===== src/rtl/rwl_pkg.sv =====
// Shared types and constants for the reader-writer lock unit.
// No dependencies; imported by every module of the block.
`timescale 1ns / 1ps

package rwl_pkg;

    // Sizing of the lock and the per-thread table
    localparam int             NUM_THREADS  = 16;
    localparam int             TID_W        = 4;
    localparam logic [8:0]     READER_LIMIT = 9'd256;
    localparam logic [4:0]     WAIT_MAX     = 5'd31;
    localparam logic [9:0]     OWN_WRITE    = 10'h3FF;

    // Request opcodes
    localparam logic [2:0] OP_READ       = 3'd0;
    localparam logic [2:0] OP_TRY_READ   = 3'd1;
    localparam logic [2:0] OP_WRITE      = 3'd2;
    localparam logic [2:0] OP_TRY_WRITE  = 3'd3;
    localparam logic [2:0] OP_UNLOCK     = 3'd4;
    localparam logic [2:0] OP_RETRY      = 3'd5;

    // Result status codes
    localparam logic [2:0] ST_GRANTED    = 3'd0;
    localparam logic [2:0] ST_WAIT       = 3'd1;
    localparam logic [2:0] ST_BUSY       = 3'd2;
    localparam logic [2:0] ST_DEADLOCK   = 3'd3;
    localparam logic [2:0] ST_NOPERM     = 3'd4;
    localparam logic [2:0] ST_RELEASED   = 3'd5;

    // Pending wait kinds
    localparam logic [1:0] PEND_NONE     = 2'd0;
    localparam logic [1:0] PEND_READ     = 2'd1;
    localparam logic [1:0] PEND_WRITE    = 2'd2;

    typedef struct packed {
        logic [2:0]       opcode;
        logic [TID_W-1:0] thread_id;
    } rwl_in_t;

    typedef struct packed {
        logic [2:0] status;
        logic       wake_readers;
        logic       wake_writer;
        logic [8:0] readers_now;
        logic       writer_now;
        logic       lock_idle;
    } rwl_out_t;

    // Commands from the controller to the datapath
    typedef struct packed {
        logic load;
        logic exec;
    } rwl_cmd_t;

    typedef enum logic [1:0] {
        S_IDLE = 2'b01,
        S_EXEC = 2'b10
    } rwl_state_t;

endpackage


===== src/rtl/reader_writer_lock_unit_top.sv =====
// Top level of the reader-writer lock unit: controller plus datapath.
// Depends on rwl_pkg, rwl_ctrl and rwl_dp.
//
//   channel   direction  handshake            payload
//   in        input      in_valid / in_ready  in_data  (rwl_in_t)
//   out       output     out_valid/out_ready  out_data (rwl_out_t)
//   cfg       input      cfg_we               cfg_data (prefer_readers)
//
// Each item is first latched as a request, then decided against the lock state
// and thread table, and the result register is loaded.
// A new item is taken while the previous result waits, as long as that result
// is taken no later than the cycle the new item is accepted.
// Reset clears the lock counters, the thread table and the preference bit.
`timescale 1ns / 1ps

module reader_writer_lock_unit_top
    import rwl_pkg::*;
(
    input  logic     clk,
    input  logic     rst_n,
    input  logic     in_valid,
    output logic     in_ready,
    input  rwl_in_t  in_data,
    output logic     out_valid,
    input  logic     out_ready,
    output rwl_out_t out_data,
    input  logic     cfg_we,
    input  logic     cfg_data
);

    rwl_cmd_t cmd;

    rwl_ctrl u_ctrl (
        .clk       (clk),
        .rst_n     (rst_n),
        .in_valid  (in_valid),
        .in_ready  (in_ready),
        .out_valid (out_valid),
        .out_ready (out_ready),
        .cmd       (cmd)
    );

    rwl_dp u_dp (
        .clk      (clk),
        .rst_n    (rst_n),
        .cmd      (cmd),
        .in_data  (in_data),
        .cfg_we   (cfg_we),
        .cfg_data (cfg_data),
        .out_data (out_data)
    );

endmodule


===== src/rtl/rwl_ctrl.sv =====
// Controller of the reader-writer lock unit: request sequencing and output valid.
// Depends on rwl_pkg.
`timescale 1ns / 1ps

module rwl_ctrl
    import rwl_pkg::*;
(
    input  logic     clk,
    input  logic     rst_n,
    input  logic     in_valid,
    output logic     in_ready,
    output logic     out_valid,
    input  logic     out_ready,
    output rwl_cmd_t cmd
);

    rwl_state_t state_reg, state_next;
    logic       out_valid_reg, out_valid_next;

    // Take an item only when idle and the result slot is free or draining this cycle
    assign in_ready  = (state_reg == S_IDLE) && (!out_valid_reg || out_ready);
    assign cmd.load  = in_valid && in_ready;
    assign cmd.exec  = (state_reg == S_EXEC);
    assign out_valid = out_valid_reg;

    // Advance the sequencer
    always_comb
    begin
        state_next = state_reg;
        unique case (state_reg)
            S_IDLE:
            begin
                if (cmd.load)
                begin
                    state_next = S_EXEC;
                end
            end
            S_EXEC:
            begin
                state_next = S_IDLE;
            end
            default:
            begin
                state_next = S_IDLE;
            end
        endcase
    end

    // Hold the result until it is taken
    always_comb
    begin
        out_valid_next = out_valid_reg;
        if (cmd.exec)
        begin
            out_valid_next = 1'b1;
        end
        else if (out_ready)
        begin
            out_valid_next = 1'b0;
        end
    end

    always_ff @(posedge clk or negedge rst_n)
    begin
        if (!rst_n)
        begin
            state_reg     <= S_IDLE;
            out_valid_reg <= 1'b0;
        end
        else
        begin
            state_reg     <= state_next;
            out_valid_reg <= out_valid_next;
        end
    end

endmodule


===== src/rtl/rwl_dp.sv =====
// Datapath of the reader-writer lock unit: lock state, per-thread table, grant logic.
// Depends on rwl_pkg.
`timescale 1ns / 1ps

module rwl_dp
    import rwl_pkg::*;
(
    input  logic     clk,
    input  logic     rst_n,
    input  rwl_cmd_t cmd,
    input  rwl_in_t  in_data,
    input  logic     cfg_we,
    input  logic     cfg_data,
    output rwl_out_t out_data
);

    // Request and result registers
    rwl_in_t    req_reg;
    rwl_out_t   res_reg;

    // Lock state
    logic       prefer_reg;
    logic       writer_reg, writer_next;
    logic [8:0] readers_reg, readers_next;
    logic [4:0] wait_r_reg, wait_r_next;
    logic [4:0] wait_w_reg, wait_w_next;
    logic [9:0] owned_reg [NUM_THREADS];
    logic [1:0] pend_reg  [NUM_THREADS];

    logic [9:0] own, own_next;
    logic [1:0] pend, pend_next;
    logic       read_blocked, write_blocked;
    logic [2:0] status;
    logic       wake_r, wake_w;
    logic [TID_W-1:0] tid;
    logic [2:0] op;

    assign tid  = req_reg.thread_id;
    assign op   = req_reg.opcode;
    assign own  = owned_reg[tid];
    assign pend = pend_reg[tid];

    assign read_blocked  = writer_reg || (readers_reg >= READER_LIMIT)
                           || (!prefer_reg && (wait_w_reg != 5'd0));
    assign write_blocked = writer_reg || (readers_reg != 9'd0)
                           || (prefer_reg && (wait_r_reg != 5'd0));

    // Decide the request against the current lock state
    always_comb
    begin
        writer_next  = writer_reg;
        readers_next = readers_reg;
        wait_r_next  = wait_r_reg;
        wait_w_next  = wait_w_reg;
        own_next     = own;
        pend_next    = pend;
        status       = ST_NOPERM;
        wake_r       = 1'b0;
        wake_w       = 1'b0;

        if ((9'(tid) < 9'(NUM_THREADS)) && (op <= OP_RETRY))
        begin
            if ((op <= OP_TRY_WRITE) && (pend != PEND_NONE))
            begin
                status = ST_BUSY;
            end
            else if (op <= OP_TRY_READ)
            begin
                if (own == OWN_WRITE)
                begin
                    status = ST_DEADLOCK;
                end
                else if (!read_blocked)
                begin
                    readers_next = readers_reg + 9'd1;
                    own_next     = own + 10'd1;
                    status       = ST_GRANTED;
                end
                else if ((op == OP_READ) && (wait_r_reg < WAIT_MAX))
                begin
                    wait_r_next = wait_r_reg + 5'd1;
                    pend_next   = PEND_READ;
                    status      = ST_WAIT;
                end
                else
                begin
                    status = ST_BUSY;
                end
            end
            else if (op <= OP_TRY_WRITE)
            begin
                if (own != 10'd0)
                begin
                    status = ST_DEADLOCK;
                end
                else if (!write_blocked)
                begin
                    writer_next = 1'b1;
                    own_next    = OWN_WRITE;
                    status      = ST_GRANTED;
                end
                else if ((op == OP_WRITE) && (wait_w_reg < WAIT_MAX))
                begin
                    wait_w_next = wait_w_reg + 5'd1;
                    pend_next   = PEND_WRITE;
                    status      = ST_WAIT;
                end
                else
                begin
                    status = ST_BUSY;
                end
            end
            else if (op == OP_UNLOCK)
            begin
                if (writer_reg)
                begin
                    if (own == OWN_WRITE)
                    begin
                        own_next    = 10'd0;
                        writer_next = 1'b0;
                        status      = ST_RELEASED;
                        if (prefer_reg)
                        begin
                            if (wait_r_reg != 5'd0)      wake_r = 1'b1;
                            else if (wait_w_reg != 5'd0) wake_w = 1'b1;
                        end
                        else
                        begin
                            if (wait_w_reg != 5'd0)      wake_w = 1'b1;
                            else if (wait_r_reg != 5'd0) wake_r = 1'b1;
                        end
                    end
                end
                else if (readers_reg != 9'd0)
                begin
                    if ((own != 10'd0) && (own != OWN_WRITE))
                    begin
                        own_next     = own - 10'd1;
                        readers_next = readers_reg - 9'd1;
                        status       = ST_RELEASED;
                        // Last reader out may hand over to a writer
                        if (prefer_reg)
                        begin
                            if (wait_r_reg != 5'd0)
                                wake_r = 1'b1;
                            else if ((readers_reg == 9'd1) && (wait_w_reg != 5'd0))
                                wake_w = 1'b1;
                        end
                        else
                        begin
                            if ((readers_reg == 9'd1) && (wait_w_reg != 5'd0))
                                wake_w = 1'b1;
                            else if (wait_r_reg != 5'd0)
                                wake_r = 1'b1;
                        end
                    end
                end
            end
            else
            begin
                // Retry re-tests the grant for the pending kind
                if (pend == PEND_READ)
                begin
                    if (read_blocked)
                    begin
                        status = ST_WAIT;
                    end
                    else
                    begin
                        if (wait_r_reg != 5'd0) wait_r_next = wait_r_reg - 5'd1;
                        pend_next    = PEND_NONE;
                        readers_next = readers_reg + 9'd1;
                        own_next     = own + 10'd1;
                        status       = ST_GRANTED;
                    end
                end
                else if (pend == PEND_WRITE)
                begin
                    if (write_blocked)
                    begin
                        status = ST_WAIT;
                    end
                    else
                    begin
                        if (wait_w_reg != 5'd0) wait_w_next = wait_w_reg - 5'd1;
                        pend_next   = PEND_NONE;
                        writer_next = 1'b1;
                        own_next    = OWN_WRITE;
                        status      = ST_GRANTED;
                    end
                end
            end
        end
    end

    // Latch the request
    always_ff @(posedge clk)
    begin
        if (cmd.load)
        begin
            req_reg <= in_data;
        end
    end

    // Load the result
    always_ff @(posedge clk)
    begin
        if (cmd.exec)
        begin
            res_reg.status       <= status;
            res_reg.wake_readers <= wake_r;
            res_reg.wake_writer  <= wake_w;
            res_reg.readers_now  <= readers_next;
            res_reg.writer_now   <= writer_next;
            res_reg.lock_idle    <= (readers_next == 9'd0) && !writer_next
                                    && (wait_r_next == 5'd0) && (wait_w_next == 5'd0);
        end
    end

    assign out_data = res_reg;

    // Update lock state, configuration and the thread table
    always_ff @(posedge clk or negedge rst_n)
    begin
        if (!rst_n)
        begin
            prefer_reg  <= 1'b0;
            writer_reg  <= 1'b0;
            readers_reg <= 9'd0;
            wait_r_reg  <= 5'd0;
            wait_w_reg  <= 5'd0;
            for (int i = 0; i < NUM_THREADS; i++)
            begin
                owned_reg[i] <= 10'd0;
                pend_reg[i]  <= PEND_NONE;
            end
        end
        else
        begin
            if (cfg_we)
            begin
                prefer_reg <= cfg_data;
            end
            if (cmd.exec)
            begin
                writer_reg     <= writer_next;
                readers_reg    <= readers_next;
                wait_r_reg     <= wait_r_next;
                wait_w_reg     <= wait_w_next;
                owned_reg[tid] <= own_next;
                pend_reg[tid]  <= pend_next;
            end
        end
    end

endmodule

===== config.mk =====
export PLATFORM = sky130hd
export DESIGN_NAME = reader_writer_lock_unit_top
export DESIGN_NICKNAME = d
export VERILOG_FILES = /design/src/rtl/rwl_pkg.sv /design/src/rtl/reader_writer_lock_unit_top.sv /design/src/rtl/rwl_ctrl.sv /design/src/rtl/rwl_dp.sv
export SDC_FILE = /design/constraint.sdc
export NUM_CORES = 1
export LEC_CHECK = 0
export BUFFER_PORTS_ARGS = -buffer_cell sky130_fd_sc_hd__buf_4
export CORE_ASPECT_RATIO = 1.5
export CORE_MARGIN = 1
export CORE_UTILIZATION = 50
export DETAILED_ROUTE_END_ITERATION = 6
export PLACE_DENSITY = 0.67
export SYNTH_ARGS = -nofsm -noshare
export SYNTH_HDL_FRONTEND = slang
export SYNTH_SLANG_ARGS = --single-unit

===== constraint.sdc =====
create_clock -name clk -period 6.4 [get_ports clk]
set_input_delay 1.28 -clock clk [delete_from_list [all_inputs] [get_ports clk]]
set_output_delay 1.28 -clock clk [all_outputs]
set_load 0.03 [all_outputs]

## After elaboration in Yosys (flattened, before gate mapping)

Index checks and enable logic that the tools add are counted.

- Flip-flop bits (word level): 239
- Bits in latches: 0
- Memory bits (writable): 0
- Memory bits (read-only): 0
- Output and inout port bits: 18
- Logic and storage cells: 238
- Memories: 0

- Add/sub/neg operators: 8
- Multipliers: 0
- Divide/modulo/power cells: 0
- Magnitude comparators: 8
- Equality and inequality tests: 10
- Shift operators: 0
- Mux-type cells: 128
- Bitwise logic cells: 3
- Reduce and logical (&&, ||, !) cells: 33

Operators by type and width:

| kind | number |
|---|---|
| two-way mux 10 bit | 18 |
| bitwise mux 160 bit | 1 |
| two-way mux 5 bit | 23 |
| two-way mux 9 bit | 11 |
| two-way mux 2 bit | 22 |
| binary-select mux 10 bit (select 4 bit) | 1 |
| demux 10 bit (select 4 bit) | 1 |
| two-way mux 1 bit | 36 |
| two-way mux 3 bit | 12 |
| bitwise mux 32 bit | 1 |
| logical AND 1 bit | 13 |
| adder 10 x 1 -> 10 bit, second input constant | 1 |
| adder 5 x 1 -> 5 bit, second input constant | 2 |
| equality test 10 bit, second input constant | 1 |
| zero test 5 bit | 2 |
| less-than comparator 5 bit, second input constant | 2 |
| != test 10 bit, second input constant | 1 |
| nonzero test 10 bit | 1 |
| nonzero test 5 bit | 2 |
| subtractor 10 x 1 -> 10 bit, second input constant | 1 |
| subtractor 5 x 1 -> 5 bit, second input constant | 2 |
| adder 9 x 1 -> 9 bit, second input constant | 1 |
| equality test 9 x 1 -> 1 bit, second input constant | 1 |
| >= comparator 9 bit, second input constant | 1 |
| 23 further kinds | 33 |

## Depth between registers and ports, before layout

- Word-level depth: 18
- Depth in mapped cells: 21

## Modules after synthesis

A second synthesis with hierarchy kept.

- Cell total of the unflattened synthesis: 1,289
- Area total of the unflattened synthesis: 13,191.4 um^2

By module, submodules not included:

| module | instances | cells an instance | area an instance (um^2) | seq. area each (um^2) |
|---|---|---|---|---|
| rwl_dp | 1 | 1,277 | 13,047.5 | 6,020.8 |
| rwl_ctrl | 1 | 12 | 143.9 | 76.3 |

## Worst setup path after synthesis

OpenSTA, ideal clock, no wires.

- Path type: register to register
- Start: register u_dp.req_reg (netlist bit u_dp.tid[0])
- End: register u_dp.owned_reg[100] (netlist name)
- Library setup time: 125 ps
- Data arrival time: 4,540 ps
- Setup slack: 1,736 ps
- Cell stages (with the launch flop): 19
- Buffers on the path: 6
- Period minus slack after synthesis: 4,664 ps
- Cells stage by stage: edfxtp_1 -> buf_6 -> buf_6 -> buf_6 -> buf_1 -> mux4_2 -> mux4_2 -> inv_1 -> ha_1 -> clkbuf_1 -> nor2b_1 -> nand2_1 -> a21oi_1 -> or4_1 -> o311a_1 -> a311oi_2 -> a21oi_2 -> buf_2 -> mux2_2

- Word-level cells in the longest chain between the ends: 15

RTL lines:

| item | RTL line | text |
|---|---|---|
| start, declared | rwl_dp.sv:18 | `rwl_in_t req_reg;` |
| start signal, assigned | rwl_dp.sv:201 | `req_reg <= in_data;` |
| inverter 4 -> 5 bit (not written as such) (*) | rwl_dp.sv:40, rwl_dp.sv:41, rwl_dp.sv:250 |  |
| branches (longest 13 deep; another with subtractor 10 x 1 -> 10 bit) | n/a |  |
| bitwise mux 160 bit (*) | rwl_dp.sv:250 | `owned_reg[tid] <= own_next;` |
| end signal, assigned by index | rwl_dp.sv:250 |  |
| end, declared | rwl_dp.sv:27 | `logic [9:0] owned_reg [NUM_THREADS];` |

Every way passes the cells marked *. The select of a mux whose other input is x is not followed.
A chain may end at the register's enable or synchronous reset.

## Final worst setup path

- Start: register u_dp.req_reg (netlist bit u_dp.tid[0])
- End: register u_dp.res_reg (netlist bit u_dp.out_data[0]) (data pin)

- Word-level cells in the longest chain between the ends: 18

RTL lines:

| item | RTL line | text |
|---|---|---|
| inverter 4 -> 5 bit (not written as such) (*) | rwl_dp.sv:40, rwl_dp.sv:41 |  |
| binary-select mux 10 bit (select 4 bit) | rwl_dp.sv:40 | `assign own = owned_reg[tid];` |
| two-way mux 10 bit (not written as such) (2 in a row) | rwl_dp.sv:40 |  |
| != test 10 bit or nonzero test 10 bit (tied branches) | rwl_dp.sv:136 | `if ((own != 10'd0) && (own != OWN_WRITE))` |
| logical AND 1 bit | rwl_dp.sv:136 |  |
| two-way mux 9 bit | rwl_dp.sv:136 |  |
| two-way mux 9 bit | rwl_dp.sv:134 | `else if (readers_reg != 9'd0)` |
| two-way mux 9 bit | rwl_dp.sv:115 | `if (writer_reg)` |
| two-way mux 9 bit | rwl_dp.sv:113 | `else if (op == OP_UNLOCK)` |
| two-way mux 9 bit | rwl_dp.sv:90 | `else if (op <= OP_TRY_WRITE)` |
| two-way mux 9 bit | rwl_dp.sv:67 | `else if (op <= OP_TRY_READ)` |
| two-way mux 9 bit (*) | rwl_dp.sv:63 | `if ((op <= OP_TRY_WRITE) && (pend != PEND_NONE))` |
| two-way mux 9 bit (*) | rwl_dp.sv:61 | `if ((9'(tid) < 9'(NUM_THREADS)) && (op <= OP_RETRY))` |
| via u_dp.readers_next[2] | rwl_dp.sv:24 | `logic [8:0] readers_reg, readers_next;` |
| zero test 9 bit (*) | rwl_dp.sv:215 | `res_reg.lock_idle <= (readers_next == 9'd0) && !writer_next` |
| logical AND 1 bit (*) | rwl_dp.sv:215 |  |
| logical AND 1 bit (*) (2 in a row) | rwl_dp.sv:216 | `&& (wait_r_next == 5'd0) && (wait_w_next == 5'd0);` |
| end, declared | rwl_dp.sv:19 | `rwl_out_t res_reg;` |

The timed path passes the listed nets; every way through them passes the cells marked *. The select of a mux whose other input is x is not followed.

==> flow_metrics.tcl <==
set metrics [dict create \
    status "completed" \
    syn_inst 1308 \
    start_util 0.5087 \
    r2r_cells 14 \
    synthFlopType "dfrtp_1" \
    cts_resized 0 \
    largest_register_ffs 160 \
    async_flop_share 0.9038 \
    syn_area_um2 13150 \
    cts.sinks 239 \
    io_buffers 30 \
    wl_mm 41.16 \
    relSlewSlack 0.2540 \
    setup_tns_ns 0 \
    antenna_left 0 \
    grt_pass1_vias 10610 \
    die_h_um 200.6 \
    grt_antenna_before_repair 0 \
    hold_viol 0 \
    drt-pass1-iter-count 5 \
    routedWlPerCell_um 25.11 \
    core_um2 25850 \
    rr_startpoint "u_dp.tid[0]$_DFFE_PP_" \
    cts_max_level 1 \
    power_density_nw_per_um2 321.1 \
    r2r_setup_slack_ns 0.79 \
    yosys_warnings 0 \
    path_max_fanout 12 \
    hold_buffers 0 \
    fmax_mhz 178.1 \
    grt_setup_unrepaired "false" \
    worstSetupEndpoint "u_dp.out_data[0]$_DFFE_PP_" \
    critical_path_class "reg2reg" \
    clock-root-buffer "clkbuf_16" \
    cts_tree "built" \
    drt_iter0_drc 921 \
    clock_path_buffers 3 \
    synth_area_per_cell_um2 10.05 \
    dp_hpwl_mm 28.34 \
    dr_total_vias 10570 \
    slew_violations 0 \
    yosysSeqAreaShare 0.4636 \
    ios 31 \
    required_ns 6.76 \
    worstMarginPinSlew_ns 1.103 \
    overflow 0 \
    grt_use_total 0.3179 \
    fin_nets 1321 \
    pre_cts_ws_ns 0.9211 \
    worst_clock_skew_ns 0.009294 \
    grt_pass1_wl_mm 63.91 \
    critPathLaunch "u_dp.tid[0]$_DFFE_PP_" \
    die_w_um 134.4 \
    ir_drop_v 0.0001963 \
    cap_violations 0 \
    fin_crit_ns 5.615 \
    crit-reg2reg-capture "u_dp.out_data[0]$_DFFE_PP_" \
    gp_congestion 1.019 \
    synth_cell_types 95 \
    hold_path.class "reg2reg" \
    final_util 0.5553 \
    leakagePower_nw 6.068 \
    setup_viol 0 \
    n_antenna_cell 0 \
    via_per_inst 6.447 \
    synth_edf_count 23 \
    worst_ep_arrival_time_ns 5.97 \
    start_kind "flip-flop" \
    cts_made_buffers 24 \
    drc_errors 0 \
    postCtsSetupBuffers 0 \
    drive_gt1_frac 0.1960 \
    ys_ff_latch 239 \
    whs_ns 0.4710 \
    syn_to_final_growth_pct 9.162 \
    fill_cells 2282 \
    grt_max_degree 180 \
    end_kind "flip-flop" \
    path_clk_slew_ns 0.06 \
    floorplan.rows 72 \
    min_period_over_period 0.8773 \
    clk_latency_ns 0.53 \
    syn_nets 1334 \
    dieArea_um2 26970 \
    layout_setup_ws_ns 0.7854 \
]
## synth_stat cells, types with 10 or more instances
master,number,share of area
nand2_1,254,0.072
dfrtp_1,215,0.41
o21ai_0,159,0.061
clkbuf_1,75,0.021
nor2_1,57,0.016
mux2_2,53,0.045
mux4_2,52,0.089
a21oi_1,39,0.015
edfxtp_1,23,0.053
inv_1,23,0.0066
nand3_1,22,0.0084
o21ai_1,21,0.0080
nor3_1,19,0.0072
buf_2,15,0.0057
a31oi_1,14,0.0067
nand4_1,14,0.0067
ha_1,13,0.012
nor4_1,12,0.0057
o21ai_2,11,0.0073
o211ai_1,10,0.0057
or3_1,10,0.0048
## metal layers
metal  wire length, um  vias to the layer above  GRT usage  share of wire
met5                 0                        -          0              0
met4              3286                        0     0.2323          0.080
met3              2260                      188    0.05076          0.055
met2             20520                      465     0.5324           0.50
met1             15090                     5181     0.3661           0.37
li1                  -                     4733          -              -
## logic make-up (layout without fill, tap and decap cells)
kind of cell / after synthesis / after routing / synth area share
fa+ha+maj: 13 / 13 / 0.01237
compound gates: 349 / 349 / 0.1685
flops: 239 / 239 / 0.4636
mux: 113 / 113 / 0.1406
simple gates: 453 / 453 / 0.1621
xor+xnor: 9 / 9 / 0.005994
buf+inv: 132 / 130 / 0.04681
## layout make-up
class / instances / area [um^2] / share of cell area
inverters: 24 / 90.09 / 0.006275
repair buffers: 69 / 550.5 / 0.03835
well taps: 333 / 416.7 / 0.02902
clock inverters: 3 / 22.52 / 0.001569
clock buffers: 34 / 740.7 / 0.05159
flip-flops and latches: 239 / 6097 / 0.4247
multi-input cells: 937 / 6439 / 0.4485
## through the flow
stage	power (mW)	std cells	cell area [um^2]
after floorplan	2.811	1308	13150
final	4.609	1639	14360
after global routing	4.829	1639	14360
after detailed placement	3.221	1602	13590
after CTS	4.601	1639	14360
after global placement	3.207	1602	13590
## worst min path at each step
stage                                     from                              end  slack (ns)  depth (start not counted)
4_1_cts         u_dp.owned_reg[33]$_DFFE_PN0P_   u_dp.owned_reg[33]$_DFFE_PN0P_        0.47                          2
2_1_floorplan   u_dp.owned_reg[11]$_DFFE_PN0P_   u_dp.owned_reg[11]$_DFFE_PN0P_        0.44                          2
3_5_place_dp    u_dp.owned_reg[33]$_DFFE_PN0P_   u_dp.owned_reg[33]$_DFFE_PN0P_        0.46                          2
6_report        u_dp.owned_reg[33]$_DFFE_PN0P_   u_dp.owned_reg[33]$_DFFE_PN0P_        0.47                          2
3_3_place_gp    u_dp.owned_reg[83]$_DFFE_PN0P_   u_dp.owned_reg[83]$_DFFE_PN0P_        0.46                          2
5_1_grt        u_dp.owned_reg[113]$_DFFE_PN0P_  u_dp.owned_reg[113]$_DFFE_PN0P_        0.50                          2
## cells in the final DEF, fill, tap and decap left out, drive strengths merged, types with 4 or more instances in the layout
cell type,n
nand3,22
ha,13
o21a,4
a311oi,4
o41ai,4
a21o,4
or3,10
o31ai,5
nor2,60
xnor2,7
o22ai,5
inv,25
o21ai,191
mux4,52
clkbuf,34
edfxtp,23
nor3,20
a211oi,9
o211ai,10
buf,69
nor3b,5
dfrtp,215
nor2b,8
o221ai,6
o31a,4
nand2,256
nor4,17
mux2,54
a31oi,14
nand2b,7
or4,4
a21oi,42
a22oi,10
mux2i,7
a22o,5
and3,9
nand4,16
## worst max-delay path, stage by stage, from the launching register on
cell	delay (ns)
edfxtp_1	0.83
mux4_2	0.59
mux4_2	0.55
inv_1	0.11
ha_1	0.25
a21o_1	0.43
buf_4	0.24
nand2_1	0.46
a211oi_1	0.43
o21ai_0	0.13
o21ai_0	0.18
a211oi_1	0.26
nor4_1	0.45
nand4_1	0.23
nor4_2	0.28
## report_power, final
| part | switching, mW | internal (mW) | leakage (nW) |
|---|---|---|---|
| Sequential | 0.207 | 1.72 | 3.17 |
| Combinational | 0.850 | 0.453 | 2.52 |
| Clock | 0.580 | 0.798 | 0.378 |
| Total | 1.64 | 2.97 | 6.07 |
Power figures use the tool's default switching activity.
